`src/hdl/multi_channel_byte_pipe_macros.svh`:
```
// Assertion macros for the byte pipe controller.
`ifndef MULTI_CHANNEL_BYTE_PIPE_MACROS_SVH
`define MULTI_CHANNEL_BYTE_PIPE_MACROS_SVH
`ifndef SYNTHESIS
`define MCBP_ASSERT(lbl, clk, rst_n, prop, msg) \
  lbl: assert property (@(posedge clk) disable iff (!rst_n) (prop)) else $error(msg);
`define MCBP_ASSERT_NEXT(lbl, clk, rst_n, ante, cons, msg) \
  lbl: assert property (@(posedge clk) disable iff (!rst_n) (ante) |=> (cons)) else $error(msg);
`else
`define MCBP_ASSERT(lbl, clk, rst_n, prop, msg)
`define MCBP_ASSERT_NEXT(lbl, clk, rst_n, ante, cons, msg)
`endif
`endif

```
`src/hdl/mcbp_pkg.sv`:
```
package mcbp_pkg;

  localparam int PIPE_W  = 3;
  localparam int DATA_W  = 8;
  localparam int CNT_W   = 7;
  localparam int COUNT_W = 8;
  localparam int FILL_W  = 12;

  localparam logic [COUNT_W-1:0] COUNT_MAX = 8'hFF;
  localparam logic [FILL_W-1:0]  FILL_MAX  = 12'hFFF;

  // Request kinds
  typedef enum logic [1:0] {
    REQ_OPEN    = 2'd0,
    REQ_RELEASE = 2'd1,
    REQ_WRITE   = 2'd2,
    REQ_READ    = 2'd3
  } req_e;

  // Result status codes
  typedef enum logic [2:0] {
    ST_OK          = 3'd0,
    ST_EMPTY_BLOCK = 3'd1,
    ST_EOF         = 3'd2,
    ST_FULL_BLOCK  = 3'd3,
    ST_COUNT_ERR   = 3'd4
  } status_e;

  // One incoming request word
  typedef struct packed {
    req_e              kind;
    logic [PIPE_W-1:0] pipe;
    logic              rd_mode;
    logic              wr_mode;
    logic [DATA_W-1:0] wdata;
    logic [CNT_W-1:0]  cnt;
  } req_t;

  // One outgoing result word
  typedef struct packed {
    status_e           status;
    logic [DATA_W-1:0] data;
    logic              last;
    logic [FILL_W-1:0] fill;
  } res_t;

  // Memory port enables
  typedef struct packed {
    logic we;
    logic re;
  } mem_en_t;

endpackage

```
`src/hdl/mcbp_state_mem.sv`:
```
module mcbp_state_mem import mcbp_pkg::*; #(
  parameter int ENTRIES = 8,
  parameter int WIDTH   = 40
) (
  input  logic                                  clk_i,
  input  logic                                  rst_ni,
  input  mem_en_t                               en_i,
  input  logic [(ENTRIES > 1 ? $clog2(ENTRIES) : 1)-1:0] waddr_i,
  input  logic [WIDTH-1:0]                      wdata_i,
  input  logic [(ENTRIES > 1 ? $clog2(ENTRIES) : 1)-1:0] raddr_i,
  output logic [WIDTH-1:0]                      rdata_o
);

  logic [WIDTH-1:0]   mem_q [ENTRIES];
  logic [ENTRIES-1:0] valid_q;
  logic [WIDTH-1:0]   rdata_q;
  logic               rvalid_q;

  // Mark entries written since reset
  always_ff @(posedge clk_i or negedge rst_ni) begin
    if (!rst_ni) begin
      valid_q  <= '0;
      rvalid_q <= 1'b0;
    end else begin
      if (en_i.we) begin
        valid_q[waddr_i] <= 1'b1;
      end
      if (en_i.re) begin
        rvalid_q <= valid_q[raddr_i];
      end
    end
  end

  // Store and registered read
  always_ff @(posedge clk_i) begin
    if (en_i.we) begin
      mem_q[waddr_i] <= wdata_i;
    end
    if (en_i.re) begin
      rdata_q <= mem_q[raddr_i];
    end
  end

  // Unwritten entries read as zero
  assign rdata_o = rvalid_q ? rdata_q : '0;

endmodule

```
`config.mk`:
```
export PLATFORM = sky130hd
export DESIGN_NAME = mcbp_state_mem
export DESIGN_NICKNAME = d
export VERILOG_FILES = /design/src/hdl/multi_channel_byte_pipe_macros.svh /design/src/hdl/mcbp_pkg.sv /design/src/hdl/mcbp_state_mem.sv
export SDC_FILE = /design/constraint.sdc
export NUM_CORES = 1
export LEC_CHECK = 0
export BUFFER_PORTS_ARGS = -buffer_cell sky130_fd_sc_hd__clkbuf_2
export CAP_MARGIN = 20
export CORE_UTILIZATION = 45
export DETAILED_ROUTE_END_ITERATION = 8
export GPL_ROUTABILITY_DRIVEN = 0
export PLACE_DENSITY_LB_ADDON = 0.25
export REMOVE_ABC_BUFFERS = 1
export SKIP_CTS_REPAIR_TIMING = 1
export SYNTH_ARGS = -nofsm -noshare
export SYNTH_HDL_FRONTEND = slang
export SYNTH_SLANG_ARGS = --single-unit
```
`constraint.sdc`:
```
create_clock -name clk_i -period 3.65 [get_ports clk_i]
set_input_delay 0.73 -clock clk_i [delete_from_list [all_inputs] [get_ports clk_i]]
set_output_delay 0.73 -clock clk_i [all_outputs]
set_load 0.01 [all_outputs]
```
# Word level (Yosys, flattened, before mapping)
# Memory sizes are Yosys's and may differ from the RTL's. A register that Yosys moved wholly into a read port is not among the register bits.
# Cells that the tools add are included.
dict set report op_classes {
  magnitude_cmp 3
  muxes 7
  n_bitwise 1
  n_reduce_logical 1
}
# operator count
set ops {}
lappend ops {{40-bit two-way mux} 1}
lappend ops {{3-bit by 4-bit < comparator with 1-bit output (second input constant)} 2}
lappend ops {{8-bit OR} 1}
lappend ops {{1-bit two-way mux} 4}
lappend ops {{1-bit binary-select mux with 3-bit select} 1}
lappend ops {{1-bit demux with 3-bit select} 1}
lappend ops {{3-bit by 1-bit >= comparator with 1-bit output (second input constant)} 1}
lappend ops {{1-bit logical AND} 1}
dict set report word_totals {
  register_bits 9
  ram_bits 320
  in_bits 50
  word_cells 15
  mem_count 1
}
# name depth width read_ports rd_ports_with_merged_regs write_ports line_no
set mem_list {}
lappend mem_list {mem_q 8 40 1 1 1 mcbp_state_mem.sv:14} ;# logic [WIDTH-1:0] mem_q [ENTRIES];

# Longest topological paths before layout
# Gate-level depths: netlist of run 1.
dict set report depth {
  ltp_word 5
  mapped_depth 5
  mapped_depth_nobuf 3
}

# Least setup slack after synthesis of run 1
# Ideal clock, no wire load.
dict set report synth_path {
  kind {in2reg}
  startpoint {input port waddr_i[0] (netlist name)}
  endpoint {memory mem_q[0][0], enable pin}
  arrival_time_ns 3.681
  required_ns 3.161
  slack_ns -0.519
  path_stages 2
  n_path_buf 0
  cell_sequence {nand2b_1 -> nor3_1}
}
# element line_no
set synth_lines {}
lappend synth_lines {{start: declaration} mcbp_state_mem.sv:8} ;# input logic [(ENTRIES > 1 ? $clog2(ENTRIES) : 1)-1:0] waddr_i,
lappend synth_lines {{end: declaration} mcbp_state_mem.sv:14}
# No word-level cell before the write port.

# Worst setup path after layout of run 1
dict set report layout_path {
  startpoint {register rvalid_q}
  endpoint {output port rdata_o[0]}
}
dict set report layout_via {
  elab_chain_cells 1
}
# element line_no
set layout_rtl {}
lappend layout_rtl {{start: declaration} mcbp_state_mem.sv:17} ;# logic rvalid_q;
lappend layout_rtl {{start signal: assignment} mcbp_state_mem.sv:29} ;# rvalid_q <= valid_q[raddr_i];
lappend layout_rtl {{40-bit two-way mux} mcbp_state_mem.sv:45} ;# assign rdata_o = rvalid_q ? rdata_q : '0;
lappend layout_rtl {{end: declaration} mcbp_state_mem.sv:11} ;# output logic [WIDTH-1:0] rdata_o
# Every way passes these cells.

==> results_dict.tcl, run 1 <==
set metrics [dict create \
    timing.rr.start "mem_q[2][27]$_DFFE_PP_" \
    clkSlewWorstSetupHoldPaths_ps 60 \
    maxCapViolations 0 \
    swShare 0.200 \
    dieHeight_um 178 \
    final_hold_viol_count 0 \
    dpl.hpwl_um 15200 \
    die_area_um2 31600 \
    grt_max_degree 42 \
    die_x_um 178 \
    period_needed_ps 2650 \
    grt_pass1_vias 6689 \
    rows 63 \
    final_cell_mix "edfxtp_1 (360), clkbuf_2 (87), mux4_2 (81)" \
    endpoint_kind "primary output" \
    max_freq_ghz 0.378 \
    post-route-period-util 0.725 \
    dp_slack_ps 997 \
    peakVddDrop_uv 412 \
    multi_input_area_um2 2740 \
    insertion_delay_ps 520 \
    grt_overflow_total 0 \
    seqPwrFrac 0.534 \
    clkPwrFrac 0.407 \
    drcViolationCount 0 \
    start_util 0.462 \
    finalSetupViolCount 0 \
    drt-wirelength-per-cell_um 24.4 \
    seq_area_um2 11000 \
    setup_tns_ps 0 \
    io_buffers 89 \
    utilization 0.538 \
    io_pins 90 \
    leakagePower_nw 5.31 \
    final_antenna_net_count 0 \
    drv_slew 0 \
    vias 6157 \
    ys.warnings.count 0 \
    setup_ws_ps 1000 \
    yosysSeqAreaShare 0.795 \
    crit_required_ps 2920 \
    final_common_cell "edfxtp_1" \
    rr_worst_depth 2 \
    cts_tree "yes" \
    switching_power_mw 1.83 \
    rsz0062_at_grt "no" \
    cts.path.max_buffers 3 \
    worst_pin_slew_ps 857 \
    p_int_mw 7.31 \
    ys_types 17 \
    fill_cells 2252 \
    rr_endpoint "rdata_q[27]$_DFFE_PP_" \
    core_area_um2 30000 \
    critPathKind "reg2out" \
    synthesis.instances 584 \
    routed_wl_um 27400 \
    cts_sinks 369 \
    r2r_setup_slack_ps 2270 \
    grt_use_total 0.182 \
    startpoint_type "flop" \
    ys_ff_latch 369 \
    arrival_ps 1920 \
    maxSlewHeadroom 0.428 \
    finClkSkew_ps 20.3 \
    cts_root_buffer "clkbuf_16" \
    drt_pre_antenna_iters 4 \
    status "finished clean" \
    final_nets 755 \
    p_comb_frac 0.058 \
    antenna_found_initial 1 \
    cts_max_level 2 \
    drt-initial-drc-count 466 \
    numCtsBuffers 39 \
    power_density_nw_per_um2 565 \
    viasPerCell 5.48 \
    syn_area_um2 13900 \
    drive_gt1_frac 0.406 \
    synth_area_per_cell_um2 23.8 \
    crit_path_max_fanout 41 \
    syn_to_final_growth_pct 16.4 \
    p_total_mw 9.14 \
    grt_pass1_wl_um 41200 \
    hold_class "in2async" \
]
cell usage after synthesis:
master    number  area share
mux2_2        40       0.032
buf_1          1     0.00027
and2_1        40       0.018
buf_12         1      0.0014
buf_6          6      0.0049
nor3_1         2     0.00072
buf_2          3      0.0011
mux4_2        81        0.13
nand2_1        2     0.00054
clkbuf_1      16      0.0043
edfxtp_1     360        0.78
inv_1          1     0.00027
nor2_1         6      0.0016
mux2i_1        5      0.0036
dfrtp_1        9       0.016
nand2b_1       3      0.0014
or2_2          8      0.0036
per-layer routing:
layer,wire length (um),GRT usage
met1,11900,0.259
met2,13400,0.290
met3,1830,0.0364
met4,370,0.0420
met5,0,0
how the worst max path moves through the flow:
stage	slack (ps)	from	to
6_report	1000	rvalid_q$_DFFE_PN0P_	rdata_o[0]
3_5_place_dp	1000	raddr_i[0]	rdata_q[23]$_DFFE_PP_
4_1_cts	950	rvalid_q$_DFFE_PN0P_	rdata_o[0]
5_1_grt	910	rvalid_q$_DFFE_PN0P_	rdata_o[33]
3_3_place_gp	1040	raddr_i[0]	rdata_q[6]$_DFFE_PP_
2_1_floorplan	-520	waddr_i[0]	mem_q[0][0]$_DFFE_PP_
cell type report:
cell class / count / area share
clock inverters: 13 / 0.00766
flip-flops and latches: 369 / 0.683
clock buffers: 54 / 0.0676
inverters: 1 / 0.000232
diodes: 2 / 0.000310
multi-input cells: 187 / 0.169
well taps: 390 / 0.0302
repair buffers: 107 / 0.0419
stage by stage:
stage	hold slack, ps	cell area [um^2]	instances
final	70.4	16200	1123
after CTS	53.8	16200	1121
after global placement	451	14900	1054
after floorplan	434	13700	557
after global routing	69.4	16200	1121
after detailed placement	452	14900	1054
sequential cells by signal, indices dropped and copies added (netlist names):
| register | cells |
|---|---|
| rvalid_q | 1 |
| valid_q | 8 |
| rdata_q | 40 |
| mem_q | 320 |
power by group through the flow:
stage	combinational [mW]	sequential [mW]	clock [mW]
after floorplan	0.271	4.95	0
after global placement	0.529	4.96	0
after detailed placement	0.544	4.98	0
after CTS	0.546	4.89	3.81
after global routing	0.582	4.90	3.95
final	0.533	4.89	3.72
cells by family after synthesis:
kind of cell	Yosys count	synth area share
mux	126	0.167
flops	369	0.795
buf+inv	28	0.0123
simple gates	61	0.0259
critical path, cell delays in order (launching register included):
cell and delay [ps]:
dfrtp_2 930, and2_1 300, clkbuf_2 150
Note: power is estimated with default switching activity, not from simulation.
==> run 2: changes to the inputs <==
clock period = 2.2 ns   (was 3.65 ns; I/O delays follow)
==> results_dict.tcl, run 2 (synthesis results as in run 1) <==
set metrics [dict create \
    numCtsBuffers 38 \
    top_register "mem_q" \
    maxCapViolations 0 \
    grt_use_total 0.182 \
    rr_worst_depth 2 \
    top_regs "mem_q (320), rdata_q (40), valid_q (8)" \
    leakagePower_nw 5.38 \
    dpl.hpwl_um 15800 \
    hold_class "in2reg" \
    largest_reg_flops 320 \
    die_area_um2 31600 \
    die_x_um 178 \
    grt_pass1_vias 6814 \
    grt_overflow_total 0 \
    cts_tree "yes" \
    final_cell_mix "edfxtp_1 (360), clkbuf_2 (87), mux4_2 (81)" \
    maxSlewHeadroom 0.730 \
    final_hold_viol_count 0 \
    viasPerCell 5.45 \
    status "finished clean" \
    drt_pre_antenna_iters 4 \
    arrival_ps 1670 \
    period_needed_ps 2110 \
    cp_num_buf_inv 2 \
    peakVddDrop_uv 1010 \
    max_freq_ghz 0.475 \
    final_cell_area_um2 16300 \
    crit_cells 3 \
    rows 63 \
    core_area_um2 30000 \
    clkSlewWorstSetupHoldPaths_ps 60 \
    routed_wl_um 27400 \
    drive_gt1_frac 0.409 \
    syn_to_final_growth_pct 17.7 \
    drt-initial-drc-count 435 \
    hp-start "wdata_i[12]" \
    drt-wirelength-per-cell_um 24.1 \
    max_stage_delay_ps 520 \
    drcViolationCount 0 \
    final_nets 772 \
    post-route-period-util 0.958 \
    cts_sinks 369 \
    cts_max_level 2 \
    vias 6204 \
    finClkSkew_ps 14.3 \
    startpoint_type "flop" \
    critical_path.top_delay_family "flip-flops" \
    final_common_cell "edfxtp_1" \
    critPathKind "reg2out" \
    rr_endpoint "rdata_q[16]$_DFFE_PP_" \
    dpl_cell_area_um2 15200 \
    crit_chain "buf_4, and2_1, clkbuf_2" \
    io_pins 90 \
    start_util 0.462 \
    final_antenna_net_count 0 \
    power_density_nw_per_um2 905 \
    fill_cells 2281 \
    finalSetupViolCount 0 \
    crit_required_ps 1760 \
    rsz0062_at_grt "no" \
    grt_pass1_wl_um 41500 \
    cts.path.max_buffers 3 \
    cts_root_buffer "clkbuf_16" \
    setup_tns_ps 0 \
    antenna_found_initial 1 \
    insertion_delay_ps 510 \
    crit_slowest_cell "dfrtp_2" \
    r2r_setup_slack_ps 820 \
    p_total_mw 14.8 \
    startpoint "rvalid_q$_DFFE_PN0P_" \
    drv_slew 0 \
    io_buffers 89 \
    grt_max_degree 42 \
    worst_pin_slew_ps 406 \
    worstSetupEndpoint "rdata_o[13]" \
    timing.rr.start "mem_q[2][16]$_DFFE_PP_" \
    crit_path_max_fanout 11 \
    endpoint_kind "primary output" \
    dieHeight_um 178 \
]
[run 2: how the worst min path moves through the flow]
stage	end	slack [ps]	depth (start not counted)
final	mem_q[0][12]$_DFFE_PP_	200	1
after global routing	mem_q[4][12]$_DFFE_PP_	200	1
after CTS	valid_q[7]$_DFFE_PN0P_	-240	1
after detailed placement	valid_q[6]$_DFFE_PN0P_	310	1
after global placement	valid_q[6]$_DFFE_PN0P_	300	1
after floorplan	rvalid_q$_DFFE_PN0P_	140	0
[run 2: where the power goes]
group	internal, mW	switching [mW]
Sequential	8.01	0.0703
Clock	3.27	2.48
Combinational	0.467	0.495
Total	11.7	3.04
[run 2: metrics by stage]
step / hold slack [ps] / cells / setup WS [ps] / utilization
after floorplan: 144 / 557 / -1680 / -
after global placement: 303 / 1071 / 184 / 0.507
after detailed placement: 312 / 1071 / 171 / 0.507
after CTS: -237 / 1137 / 47.4 / 0.544
after global routing: 196 / 1138 / 36.1 / 0.544
final: 201 / 1139 / 93.2 / 0.544
[run 2: per-layer routing]
metal  up-vias  wire [um]  GRT usage
li1       2694          -          -
met1      3331      12100      0.245
met2       139      13600      0.304
met3        38       1220     0.0351
met4         2        571     0.0499
met5         -         11          0
[run 2: cell type report]
| cell class | count | area [um^2] | share of cell area |
|---|---|---|---|
| repair buffers | 125 | 977 | 0.0598 |
| clock inverters | 13 | 68.8 | 0.00421 |
| multi-input cells | 187 | 2740 | 0.168 |
| well taps | 390 | 488 | 0.0299 |
| clock buffers | 53 | 1030 | 0.0629 |
| flip-flops and latches | 369 | 11000 | 0.675 |
| inverters | 1 | 3.75 | 0.000230 |
| diodes | 1 | 2.50 | 0.000153 |
