--- src/hdl/multi_channel_byte_pipe_macros.svh ---
// Assertion macros for the byte pipe controller.
`ifndef MULTI_CHANNEL_BYTE_PIPE_MACROS_SVH
`define MULTI_CHANNEL_BYTE_PIPE_MACROS_SVH
`ifndef SYNTHESIS
`define MCBP_ASSERT(lbl, clk, rst_n, prop, msg) \
  lbl: assert property (@(posedge clk) disable iff (!rst_n) (prop)) else $error(msg);
`define MCBP_ASSERT_NEXT(lbl, clk, rst_n, ante, cons, msg) \
  lbl: assert property (@(posedge clk) disable iff (!rst_n) (ante) |=> (cons)) else $error(msg);
`else
`define MCBP_ASSERT(lbl, clk, rst_n, prop, msg)
`define MCBP_ASSERT_NEXT(lbl, clk, rst_n, ante, cons, msg)
`endif
`endif

--- src/hdl/mcbp_pkg.sv ---
package mcbp_pkg;

  localparam int PIPE_W  = 3;
  localparam int DATA_W  = 8;
  localparam int CNT_W   = 7;
  localparam int COUNT_W = 8;
  localparam int FILL_W  = 12;

  localparam logic [COUNT_W-1:0] COUNT_MAX = 8'hFF;
  localparam logic [FILL_W-1:0]  FILL_MAX  = 12'hFFF;

  // Request kinds
  typedef enum logic [1:0] {
    REQ_OPEN    = 2'd0,
    REQ_RELEASE = 2'd1,
    REQ_WRITE   = 2'd2,
    REQ_READ    = 2'd3
  } req_e;

  // Result status codes
  typedef enum logic [2:0] {
    ST_OK          = 3'd0,
    ST_EMPTY_BLOCK = 3'd1,
    ST_EOF         = 3'd2,
    ST_FULL_BLOCK  = 3'd3,
    ST_COUNT_ERR   = 3'd4
  } status_e;

  // One incoming request word
  typedef struct packed {
    req_e              kind;
    logic [PIPE_W-1:0] pipe;
    logic              rd_mode;
    logic              wr_mode;
    logic [DATA_W-1:0] wdata;
    logic [CNT_W-1:0]  cnt;
  } req_t;

  // One outgoing result word
  typedef struct packed {
    status_e           status;
    logic [DATA_W-1:0] data;
    logic              last;
    logic [FILL_W-1:0] fill;
  } res_t;

  // Memory port enables
  typedef struct packed {
    logic we;
    logic re;
  } mem_en_t;

endpackage

--- src/hdl/mcbp_ctrl.sv ---
`include "multi_channel_byte_pipe_macros.svh"

module mcbp_ctrl import mcbp_pkg::*; #(
  parameter int PIPE_DEPTH   = 4096,
  parameter int PIPE_COUNT   = 8,
  parameter int MAX_READ_RUN = 64
) (
  input  logic    clk_i,
  input  logic    rst_ni,
  input  logic    in_valid_i,
  output logic    in_ready_o,
  input  req_t    in_req_i,
  output logic    out_valid_o,
  input  logic    out_ready_i,
  output res_t    out_res_o,
  output mem_en_t st_en_o,
  output logic [(PIPE_COUNT > 1 ? $clog2(PIPE_COUNT) : 1)-1:0] st_waddr_o,
  output logic [(PIPE_COUNT > 1 ? $clog2(PIPE_COUNT) : 1)-1:0] st_raddr_o,
  output logic [2*$clog2(PIPE_DEPTH)+2*COUNT_W-1:0]            st_wdata_o,
  input  logic [2*$clog2(PIPE_DEPTH)+2*COUNT_W-1:0]            st_rdata_i,
  output mem_en_t bm_en_o,
  output logic [$clog2(PIPE_COUNT*PIPE_DEPTH)-1:0]             bm_waddr_o,
  output logic [$clog2(PIPE_COUNT*PIPE_DEPTH)-1:0]             bm_raddr_o,
  output logic [DATA_W-1:0]                                    bm_wdata_o,
  input  logic [DATA_W-1:0]                                    bm_rdata_i
);

  localparam int IW = $clog2(PIPE_DEPTH);
  localparam int PW = (PIPE_COUNT > 1) ? $clog2(PIPE_COUNT) : 1;
  localparam int AW = $clog2(PIPE_COUNT * PIPE_DEPTH);
  localparam int SW = 2 * IW + 2 * COUNT_W;

  typedef enum logic [1:0] {
    S_IDLE,
    S_LOOK,
    S_EMIT,
    S_RUN
  } state_e;

  // Step a ring index with wrap
  function automatic logic [IW-1:0] next_idx(input logic [IW-1:0] i);
    logic [IW:0] s;
    s = (IW+1)'(i) + (IW+1)'(1);
    next_idx = (32'(s) >= PIPE_DEPTH) ? '0 : s[IW-1:0];
  endfunction

  // Clamp a byte count to the fill field
  function automatic logic [FILL_W-1:0] sat_fill(input logic [IW-1:0] h);
    sat_fill = (32'(h) > 32'(FILL_MAX)) ? FILL_MAX : FILL_W'(h);
  endfunction

  state_e            state_q, state_d;
  req_t              req_q, req_d;
  logic              oor_q, oor_d;
  logic [AW-1:0]     base_q, base_d;
  logic [SW-1:0]     st_q, st_d;
  logic [IW-1:0]     ri_q, ri_d;
  logic [IW-1:0]     held_q, held_d;
  logic [CNT_W-1:0]  iss_left_q, iss_left_d;
  logic [CNT_W-1:0]  ld_left_q, ld_left_d;
  logic              rd_pend_q, rd_pend_d;
  logic              out_valid_q, out_valid_d;
  res_t              out_q, out_d;
  res_t              res_q, res_d;

  logic              accept, can_load, load, issue, in_oor;

  logic [IW-1:0]      r_cur, w_cur, w_new, have;
  logic [COUNT_W-1:0] rc_cur, wc_cur, rc_new, wc_new;
  logic [CNT_W-1:0]   cnt_clamp, run_len;
  logic               full, cnt_err, is_run, bm_we_look;
  res_t               res_look;

  assign accept   = in_valid_i && (state_q == S_IDLE);
  assign can_load = !out_valid_q || out_ready_i;
  assign load     = (state_q == S_RUN) && rd_pend_q && can_load;
  assign issue    = (state_q == S_RUN) && (iss_left_q != '0) && (!rd_pend_q || can_load);
  assign in_oor   = 32'(in_req_i.pipe) >= PIPE_COUNT;

  // Unpack the pipe state word
  assign r_cur  = st_rdata_i[IW-1:0];
  assign w_cur  = st_rdata_i[2*IW-1:IW];
  assign rc_cur = st_rdata_i[2*IW +: COUNT_W];
  assign wc_cur = st_rdata_i[2*IW+COUNT_W +: COUNT_W];

  // Bytes held, one slot always left open
  assign have = (r_cur <= w_cur) ? (w_cur - r_cur)
              : IW'((IW+1)'(PIPE_DEPTH) - (IW+1)'(r_cur) + (IW+1)'(w_cur));
  assign full = 32'(have) >= (PIPE_DEPTH - 1);

  assign cnt_clamp = (32'(req_q.cnt) > MAX_READ_RUN) ? CNT_W'(MAX_READ_RUN) : req_q.cnt;
  assign run_len   = (32'(have) < 32'(cnt_clamp)) ? CNT_W'(have) : cnt_clamp;

  // Decide the request against the pipe state
  always_comb begin
    w_new           = w_cur;
    rc_new          = rc_cur;
    wc_new          = wc_cur;
    cnt_err         = 1'b0;
    is_run          = 1'b0;
    bm_we_look      = 1'b0;
    res_look.status = ST_OK;
    res_look.data   = '0;
    res_look.last   = 1'b1;
    res_look.fill   = sat_fill(have);
    case (req_q.kind)
      REQ_OPEN: begin
        cnt_err = (req_q.rd_mode && (rc_cur >= COUNT_MAX)) ||
                  (req_q.wr_mode && (wc_cur >= COUNT_MAX));
        if (!cnt_err) begin
          rc_new = rc_cur + COUNT_W'(req_q.rd_mode);
          wc_new = wc_cur + COUNT_W'(req_q.wr_mode);
        end
        res_look.status = cnt_err ? ST_COUNT_ERR : ST_OK;
      end
      REQ_RELEASE: begin
        cnt_err = (req_q.rd_mode && (rc_cur == '0)) ||
                  (req_q.wr_mode && (wc_cur == '0));
        if (!cnt_err) begin
          rc_new = rc_cur - COUNT_W'(req_q.rd_mode);
          wc_new = wc_cur - COUNT_W'(req_q.wr_mode);
        end
        res_look.status = cnt_err ? ST_COUNT_ERR : ST_OK;
      end
      REQ_WRITE: begin
        if (full) begin
          res_look.status = ST_FULL_BLOCK;
        end else begin
          bm_we_look    = 1'b1;
          w_new         = next_idx(w_cur);
          res_look.fill = sat_fill(have + IW'(1));
        end
      end
      REQ_READ: begin
        if (have == '0) begin
          res_look.status = (wc_cur != '0) ? ST_EMPTY_BLOCK : ST_EOF;
          res_look.fill   = '0;
        end else if (cnt_clamp != '0) begin
          is_run = 1'b1;
        end
      end
      default: begin
        res_look.status = ST_COUNT_ERR;
      end
    endcase
    // Pipe index past the last pipe
    if (oor_q) begin
      is_run          = 1'b0;
      bm_we_look      = 1'b0;
      res_look.status = ST_COUNT_ERR;
      res_look.fill   = '0;
    end
  end

  // Sequencer next state and memory ports
  always_comb begin
    state_d     = state_q;
    req_d       = req_q;
    oor_d       = oor_q;
    base_d      = base_q;
    st_d        = st_q;
    ri_d        = ri_q;
    held_d      = held_q;
    iss_left_d  = iss_left_q;
    ld_left_d   = ld_left_q;
    rd_pend_d   = rd_pend_q;
    out_valid_d = out_valid_q && !out_ready_i;
    out_d       = out_q;
    res_d       = res_q;
    st_en_o     = '0;
    st_raddr_o  = PW'(in_req_i.pipe);
    st_waddr_o  = PW'(req_q.pipe);
    st_wdata_o  = {wc_new, rc_new, w_new, r_cur};
    bm_en_o     = '0;
    bm_waddr_o  = base_q + AW'(w_cur);
    bm_raddr_o  = base_q + AW'(ri_q);
    bm_wdata_o  = req_q.wdata;
    case (state_q)
      S_IDLE: begin
        if (accept) begin
          req_d      = in_req_i;
          oor_d      = in_oor;
          base_d     = AW'(32'(in_req_i.pipe) * PIPE_DEPTH);
          st_en_o.re = !in_oor;
          state_d    = S_LOOK;
        end
      end
      S_LOOK: begin
        st_d       = {wc_new, rc_new, w_new, r_cur};
        st_en_o.we = !oor_q && !is_run;
        bm_en_o.we = bm_we_look;
        if (is_run) begin
          ri_d       = r_cur;
          held_d     = have;
          iss_left_d = run_len;
          ld_left_d  = run_len;
          state_d    = S_RUN;
        end else if (can_load) begin
          out_valid_d = 1'b1;
          out_d       = res_look;
          state_d     = S_IDLE;
        end else begin
          res_d   = res_look;
          state_d = S_EMIT;
        end
      end
      S_EMIT: begin
        if (can_load) begin
          out_valid_d = 1'b1;
          out_d       = res_q;
          state_d     = S_IDLE;
        end
      end
      S_RUN: begin
        if (issue) begin
          bm_en_o.re = 1'b1;
          ri_d       = next_idx(ri_q);
          iss_left_d = iss_left_q - CNT_W'(1);
        end
        if (load) begin
          out_valid_d  = 1'b1;
          out_d.status = ST_OK;
          out_d.data   = bm_rdata_i;
          out_d.last   = (ld_left_q == CNT_W'(1));
          out_d.fill   = sat_fill(held_q - IW'(1));
          held_d       = held_q - IW'(1);
          ld_left_d    = ld_left_q - CNT_W'(1);
          if (ld_left_q == CNT_W'(1)) begin
            // Write back the advanced read index
            st_en_o.we = 1'b1;
            st_wdata_o = {st_q[SW-1:IW], ri_q};
            state_d    = S_IDLE;
          end
        end
        rd_pend_d = issue ? 1'b1 : (load ? 1'b0 : rd_pend_q);
      end
      default: begin
        state_d = S_IDLE;
      end
    endcase
  end

  // Hold state and registered outputs
  always_ff @(posedge clk_i or negedge rst_ni) begin
    if (!rst_ni) begin
      state_q     <= S_IDLE;
      iss_left_q  <= '0;
      ld_left_q   <= '0;
      rd_pend_q   <= 1'b0;
      out_valid_q <= 1'b0;
    end else begin
      state_q     <= state_d;
      iss_left_q  <= iss_left_d;
      ld_left_q   <= ld_left_d;
      rd_pend_q   <= rd_pend_d;
      out_valid_q <= out_valid_d;
    end
  end

  // Payload registers
  always_ff @(posedge clk_i) begin
    req_q  <= req_d;
    oor_q  <= oor_d;
    base_q <= base_d;
    st_q   <= st_d;
    ri_q   <= ri_d;
    held_q <= held_d;
    out_q  <= out_d;
    res_q  <= res_d;
  end

  assign in_ready_o  = (state_q == S_IDLE);
  assign out_valid_o = out_valid_q;
  assign out_res_o   = out_q;

  `MCBP_ASSERT(a_ready_no_run, clk_i, rst_ni, in_ready_o |-> (iss_left_q == '0 && !rd_pend_q), "input ready with a read run still open")
  `MCBP_ASSERT(a_pend_in_run, clk_i, rst_ni, rd_pend_q |-> (state_q == S_RUN), "byte read pending outside a run")
  `MCBP_ASSERT(a_issue_ahead, clk_i, rst_ni, iss_left_q <= ld_left_q, "more reads left than bytes to deliver")
  `MCBP_ASSERT_NEXT(a_last_to_idle, clk_i, rst_ni, load && ld_left_q == CNT_W'(1), state_q == S_IDLE && out_valid_q && out_q.last, "last byte of a run not delivered as last")

endmodule

--- config.mk ---
export PLATFORM = sky130hd
export DESIGN_NAME = mcbp_ctrl
export DESIGN_NICKNAME = d
export VERILOG_FILES = /design/src/hdl/mcbp_pkg.sv /design/src/hdl/mcbp_ctrl.sv
export VERILOG_INCLUDE_DIRS = /design/src /design/src/hdl
export SDC_FILE = /design/constraint.sdc
export NUM_CORES = 1
export LEC_CHECK = 0
export BUFFER_PORTS_ARGS = -buffer_cell sky130_fd_sc_hd__buf_4
export CAP_MARGIN = 20
export CORE_MARGIN = 3
export CORE_UTILIZATION = 50
export CTS_CLUSTER_SIZE = 24
export DETAILED_ROUTE_END_ITERATION = 10
export GPL_TIMING_DRIVEN = 0
export PLACE_DENSITY = 0.74
export SLEW_MARGIN = 20
export SYNTH_ARGS = -nofsm -noshare
export SYNTH_HDL_FRONTEND = slang
export SYNTH_SLANG_ARGS = --single-unit
export TNS_END_PERCENT = 100
--- constraint.sdc ---
create_clock -name clk_i -period 4.1 [get_ports clk_i]
set_input_delay 0.41 -clock clk_i [delete_from_list [all_inputs] [get_ports clk_i]]
set_output_delay 0.41 -clock clk_i [all_outputs]
set_load 0.01 [all_outputs]
== After elaboration in Yosys (flattened, before gate mapping) ==
Cells that the tools add are included.
Storage, ports and cells
  input bits: 74
  register bits after elaboration: 143
  logic and storage cells: 163
Operators by class
  $add $sub $neg: 15
  reduce and logical (&&, ||, !) cells: 36
  eq/ne operators: 15
  magnitude comparators: 8
  mux-type cells: 67
  bitwise gates (word level): 2
Operators by type and width (count)
  $mux 12: 11
  $mux 40: 3
  $mux 24: 4
  $pmux 12 s2: 3
  $pmux 24 s3: 1
  $mux 7: 5
  $mux 8: 4
  $pmux 8 s2: 2
  $add 15x12->15: 2
  $pmux 7 s2: 2
  $add 12x1->13 const B: 2
  $ge 13x13->1 const B: 2
  $mux 2: 9
  $mux 1: 17
  $add 8x1->8: 2
  $ge 8x8->1 const B: 2
  $logic_not 8->1: 2
  $sub 8x1->8: 2
  $reduce_bool 7->1: 2
  $sub 7x1->7 const B: 2
  $add 12x1->12 const B: 1
  $add 12x12->12: 1
  $ge 12x12->1 const B: 1
  $le 12x12->1: 1
  other kinds (28): 60

== Longest topological paths before layout ==
  word-level depth: 9
  gate-level depth with buffers: 17

== Worst setup path before layout ==
OpenSTA, ideal clock, no wires.
  kind: input-to-reg
  from: input port st_rdata_i[12]
  to: register out_q, in the netlist out_res_o[0], enable pin
  setup slack: -465 ps
  stages: 13
  path buffers: 0
  arrival time: 4152 ps
  cells stage by stage: inv_1 ha_1 inv_1 fa_1 a211oi_4 nor4b_1 nand4b_1 a211oi_1 o2111ai_1 or2_1 and3_1 nand2b_1 a21oi_1
On the way
  word-level cells in the longest chain between the ends: 7
  elaborated cells between the ends (all ways): 9
  classes of those cells: 2 x add/sub; 1 x order compare; 1 x eq/ne; 3 x mux; 2 x reduce/logical
RTL lines
  start, declared: line mcbp_ctrl.sv:20  | input logic [2*$clog2(PIPE_DEPTH)+2*COUNT_W-1:0] st_rdata_i,
  $add 12x12->12 (tied with other cells): line mcbp_ctrl.sv:88  | : IW'((IW+1)'(PIPE_DEPTH) - (IW+1)'(r_cur) + (IW+1)'(w_cur));
  $mux 12 *: line mcbp_ctrl.sv:87  | assign have = (r_cur <= w_cur) ? (w_cur - r_cur)
  $logic_not 12->1 *: line mcbp_ctrl.sv:135  | if (have == '0) begin
  $mux 1 *: line mcbp_ctrl.sv:135
  $mux 1 *: line mcbp_ctrl.sv:106  | case (req_q.kind)
  $ne 2x2->1 (no source line) *
  $reduce_and 5->1 (no source line) *
  end signal, assigned: line mcbp_ctrl.sv:268  | out_q <= out_d;
  end, declared: line mcbp_ctrl.sv:63  | res_t out_q, out_d;
Every way passes the cells marked *; elsewhere a longest branch is shown, timed or not.
A chain may end at the register's enable or synchronous reset.

== Worst setup path in the final report ==
  from: input port st_rdata_i[12]
  to: output port st_wdata_o[14]
On the way
  word-level cells in the longest chain between the ends: 8
  elaborated cells between the ends (all ways): 13
  classes of those cells: 3 x add/sub; 3 x order compare; 7 x mux
RTL lines
  $add 12x1->13 (tied with other cells): line mcbp_ctrl.sv:43  | s = (IW+1)'(i) + (IW+1)'(1);
  $ge 13x13->1 / $mux 12 (equally long branches): line mcbp_ctrl.sv:44, mcbp_ctrl.sv:87
  $mux 12 / $ge 12x12->1 (equally long branches): line mcbp_ctrl.sv:44, mcbp_ctrl.sv:89
  $mux 12 *: line mcbp_ctrl.sv:126  | if (full) begin
  $mux 12 *: line mcbp_ctrl.sv:106
  via w_new[2]: line mcbp_ctrl.sv:68  | logic [IW-1:0] r_cur, w_cur, w_new, have;
  $mux 40: line mcbp_ctrl.sv:228  | if (ld_left_q == CNT_W'(1)) begin
  $mux 40: line mcbp_ctrl.sv:220  | if (load) begin
  $mux 40 *: line mcbp_ctrl.sv:178  | case (state_q)
  end, declared: line mcbp_ctrl.sv:19  | output logic [2*$clog2(PIPE_DEPTH)+2*COUNT_W-1:0] st_wdata_o,
Mark *: on every way through the listed nets, which the timed path passes. The rest lies on a longest branch.

==> metrics.txt <==
# TYPE chip_impl_metric gauge
chip_impl_info{name="outcome",value="finished clean"} 1
chip_impl_metric{name="ctsHtreeMaxLevel",unit=""} 4
chip_impl_metric{name="boundaryPins",unit=""} 188
chip_impl_info{name="path_cells",value="buf_4, inv_4, ha_4, inv_1, fa_2, a211oi_4, o21bai_2, a2111oi_4, nor3b_2, or2_1, buf_6, or3_1, buf_6, nand3_2, xnor2_2, mux2_2, buf_4"} 1
chip_impl_metric{name="synth_enable_flop_cells",unit=""} 113
chip_impl_metric{name="critical_path_peak_fanout",unit=""} 8
chip_impl_metric{name="timing.max_slew.rel_slack",unit="%"} 30.35
chip_impl_metric{name="initial_core_utilization",unit="%"} 51.78
chip_impl_metric{name="globalplace.congestion",unit=""} 0.9113
chip_impl_metric{name="wl",unit="um"} 25630
chip_impl_metric{name="clk_latency",unit="ns"} 0.43
chip_impl_metric{name="first_iter_violations",unit=""} 865
chip_impl_metric{name="stdcell_area",unit="um^2"} 11230
chip_impl_metric{name="area_growth_syn_to_layout",unit="%"} 29.43
chip_impl_metric{name="worst-r2r-cell-count",unit=""} 8
chip_impl_metric{name="place.detailed.instances",unit=""} 1314
chip_impl_info{name="critical_path.slowest_cell",value="a2111oi_4"} 1
chip_impl_metric{name="final_net_count",unit=""} 1238
chip_impl_metric{name="final_period_minus_worst_setup_slack",unit="ns"} 4.005
chip_impl_metric{name="holdPathStages",unit=""} 1
chip_impl_info{name="crit-reg2reg-capture",value="ld_left_q[4]$_DFFE_PN0P_"} 1
chip_impl_metric{name="fmax",unit="MHz"} 249.7
chip_impl_info{name="tritoncts",value="built"} 1
chip_impl_metric{name="dp_hpwl",unit="um"} 19240
chip_impl_metric{name="maxCapViolations",unit=""} 0
chip_impl_info{name="holdPathEnd",value="req_q[15]$_DFFE_PP_"} 1
chip_impl_metric{name="critical_path_required",unit="ns"} 3.69
chip_impl_metric{name="finalSetupViolCount",unit=""} 0
chip_impl_metric{name="synth-async-reset-ratio",unit="%"} 13.74
chip_impl_metric{name="yosys_warnings",unit=""} 0
chip_impl_metric{name="detail_route.wl_per_cell",unit="um"} 18.82
chip_impl_info{name="synth_top_cell_by_area",value="edfxtp_1"} 1
chip_impl_metric{name="detailed_place.area",unit="um^2"} 10390
chip_impl_metric{name="die_h",unit="um"} 137.7
chip_impl_metric{name="global_route.overflow_total",unit=""} 0
chip_impl_metric{name="tritoncts_num_sinks",unit=""} 131
chip_impl_metric{name="clk_pin_slew_worst_setup_hold_paths",unit="ns"} 0.06
chip_impl_metric{name="power_density",unit="nW/um^2"} 586.7
chip_impl_metric{name="cts_made_buffers",unit=""} 17
chip_impl_metric{name="die_area",unit="um^2"} 18970
chip_impl_info{name="netlist_top_cells_area",value="edfxtp_1 (39%), dfrtp_1 (5.2%), nand2_1 (5.2%)"} 1
chip_impl_metric{name="post-route-drc-count",unit=""} 0
chip_impl_metric{name="final_layout_size_suffix_gt1_share",unit="%"} 28.63
chip_impl_metric{name="max_stage_delay",unit="ns"} 0.42
chip_impl_metric{name="fillerInstances",unit=""} 1365
chip_impl_metric{name="placement_rows",unit=""} 47
chip_impl_metric{name="antennaDiodeCount",unit=""} 0
chip_impl_metric{name="r2r_setup_slack",unit="ns"} 1.28
chip_impl_metric{name="core_box_area",unit="um^2"} 16760
chip_impl_metric{name="wl_met2",unit="um"} 12190
chip_impl_metric{name="postSynthRegisterBits",unit=""} 131
chip_impl_info{name="min_from",value="in_req_i[15]"} 1
chip_impl_metric{name="grt_antenna_before_repair",unit=""} 0
chip_impl_metric{name="worst-slew-pin-transition",unit="ns"} 1.045
chip_impl_info{name="crit_type",value="input pin to output pin"} 1
chip_impl_info{name="cts-root-buf",value="clkbuf_16"} 1
chip_impl_metric{name="vias_per_cell",unit=""} 5.788
chip_impl_metric{name="met3_wirelength",unit="um"} 2359
chip_impl_info{name="ys.flop_type",value="edfxtp_1"} 1
chip_impl_metric{name="post-route-period-util",unit="%"} 97.69
chip_impl_metric{name="lkg_pwr",unit="nW"} 4.720
chip_impl_metric{name="grt_max_degree",unit=""} 25
chip_impl_metric{name="port-buffer-count",unit=""} 183
chip_impl_metric{name="detailroute.via_count",unit=""} 7883
chip_impl_metric{name="avgSynthCellArea",unit="um^2"} 9.547
chip_impl_metric{name="drt.antenna.violating_nets",unit=""} 0
chip_impl_metric{name="post_synthesis_net_count",unit=""} 1018
chip_impl_metric{name="synth.yosys.seq_area_share",unit="%"} 44.29
chip_impl_metric{name="synth_area",unit="um^2"} 8678
chip_impl_info{name="min-delay-path-class",value="input pin to flop"} 1
chip_impl_metric{name="number_of_cells_produced_by_synthesis",unit=""} 909
chip_impl_info{name="crit-reg2reg-launch",value="state_q[0]$_DFFE_PN0P_"} 1
chip_impl_info{name="crit_path_end_kind",value="output pin"} 1
chip_impl_info{name="crit_path_start_kind",value="input pin"} 1
chip_impl_metric{name="post_layout_nonfiller_instances",unit=""} 1362
chip_impl_metric{name="top_cell_type_s_share_of_synthesized_area",unit="%"} 39.10
chip_impl_metric{name="ir_drop",unit="mV"} 0.3502
chip_impl_metric{name="firstDrtPassIters",unit=""} 6
chip_impl_metric{name="chipWidth",unit="um"} 137.7
chip_impl_metric{name="fraction_of_the_core_area_covered_by_cells_at_the_end_of_the_flow",unit="%"} 67.02
chip_impl_metric{name="cts_buffer_depth",unit=""} 2
chip_impl_metric{name="synth_cell_type_count",unit=""} 84
chip_impl_metric{name="fin_skew",unit="ns"} 0.01554
chip_impl_info{name="dr.max_layer_used",value="met4"} 1
chip_impl_metric{name="grt_pass1_wl",unit="um"} 39160
chip_impl_metric{name="met1Wirelength",unit="um"} 10380
chip_impl_metric{name="gr-usage-all-layers",unit="%"} 26.99
chip_impl_metric{name="critPathArrivalTime",unit="ns"} 3.60
chip_impl_metric{name="timing_max_transition_violations_final",unit=""} 0
chip_impl_metric{name="finalHoldViolCount",unit=""} 0
chip_impl_metric{name="number_of_global_route_vias_before_repair",unit=""} 7370
## registers in the layout (all words and copies together) (netlist names)
name and cells:
iss_left_q 7, out_valid_o 1, bm_wdata_o 8, ri_q 12, state_q 2, req_q 11
rd_pend_q 1, base_q 3, held_q 12, out_res_o 24, res_q 15, st_q 28
ld_left_q 7
## layout by cell type, fill, tap and decap left out, types with 6 or more instances in the layout
cell	count
and2_1	8
mux2i_1	6
xnor2_1	16
inv_1	35
nand4_1	9
mux2_2	19
a21o_1	6
nor4_1	7
or3_1	7
edfxtp_1	113
o21ai_0	51
o31ai_1	7
nand3_1	30
xor2_1	24
a211oi_1	6
dfrtp_1	18
nor2b_1	11
clkbuf_16	17
o22ai_1	14
and3_1	30
ha_1	32
a31oi_1	6
a21oi_1	35
buf_4	231
nor3_1	25
o21ai_1	14
clkbuf_1	36
nand2b_1	13
nor2_1	62
nand2_1	120
## per-stage QoR
stage | worst slack, ns | hold WS, ns | setup TNS, ns | power, mW
after floorplan | 0.05245 | 0.1144 | 0 | 3.856
after global placement | -1.134 | 0.2965 | -54.01 | 4.831
after detailed placement | -0.6965 | 0.2960 | -37.60 | 4.932
after CTS | 0.03190 | 0.1375 | 0 | 6.544
after global routing | -0.02311 | 0.1375 | -0.09012 | 6.959
final | 0.09474 | 0.1498 | 0 | 6.589
## area by class of cell
type	instances	area [um^2]	area share [%]
Buffer	75	431.7	3.843
Clock buffer	20	456.7	4.066
Clock inverter	12	153.9	1.370
Inverter	38	145.1	1.292
Multi-Input combinational cell	665	4390	39.09
Sequential cell	131	3844	34.22
Tap cell	220	275.3	2.451
Timing Repair Buffer	201	1535	13.67
## per-layer routing
layer / vias up / track usage [%]
met3: 57 / 6.720
met5: - / 0
met2: 378 / 43.44
met4: 0 / 10.10
li1: 3734 / -
met1: 3714 / 35.32
## report_power, final
group / total (mW) / switching, mW / internal, mW
logic: 2.65 / 1.57 / 1.08
clock network: 1.59 / 0.601 / 0.990
registers: 2.35 / 0.267 / 2.08
total: 6.59 / 2.44 / 4.15
## how the worst max path moves through the flow
stage / from / endpoint / slack (ns)
2_1_floorplan: st_rdata_i[12] / out_res_o[0]$_DFFE_PP_ / 0.05
3_3_place_gp: st_rdata_i[12] / res_q[23]$_DFFE_PP_ / -1.13
3_5_place_dp: st_rdata_i[12] / res_q[21]$_DFFE_PP_ / -0.70
4_1_cts: st_rdata_i[12] / st_wdata_o[14] / 0.03
5_1_grt: st_rdata_i[12] / st_wdata_o[18] / -0.02
6_report: st_rdata_i[12] / st_wdata_o[14] / 0.09
## worst max-delay path, delay by kind of cell
kind,cells,cell delay (ns)
multiplexers,1,0.27
adder cells (fa/ha/maj),2,0.53
XOR/XNOR,1,0.07
AO/OA/AOI/OAI,3,0.84
AND/OR/NAND/NOR,4,0.76
buffers and inverters,6,0.71
## kinds of logic (layout without fill, tap and decap cells)
| family | Yosys count | in the layout | synth area share, % |
|---|---|---|---|
| adders and majority gates | 35 | 35 | 5.133 |
| muxes | 27 | 27 | 3.403 |
| and+or+nand+nor | 360 | 360 | 20.65 |
| xor gates and xnor gates | 45 | 45 | 4.542 |
| buffers and inverters | 113 | 346 | 6.589 |
| DFF | 131 | 131 | 44.29 |
| AOI/OAI and AO/OA | 198 | 198 | 15.40 |
## synthesized netlist by cell type, drive strengths merged (4+ instances only)
library cell  count
nand2           120
edfxtp          113
o21ai            66
nor2             65
buf              40
a21oi            37
inv              37
clkbuf           35
ha               34
nand3            34
and3             30
nor3             27
xor2             25
mux2             20
xnor2            20
dfrtp            18
nand2b           14
o22ai            14
nor2b            11
nand4            10
and2              9
o31ai             9
a211oi            8
a31oi             7
mux2i             7
nor4              7
or3               7
a21boi            6
a21o              6
o21a              6
a221o             5
nor3b             5
or2               5
a22o              4
and4              4
## repair_timing
item | in CTS | in global routing
cloned | 0 | 0
resized for setup | 6 | 19
endpoints found under the setup margin | 53 | 54
hold buffers | 1 | 0
setup buffers | 7 | 8
hold endpoints to repair | 18 | 0
pin swaps | 6 | 9
Power figures use the tool's default switching activity.
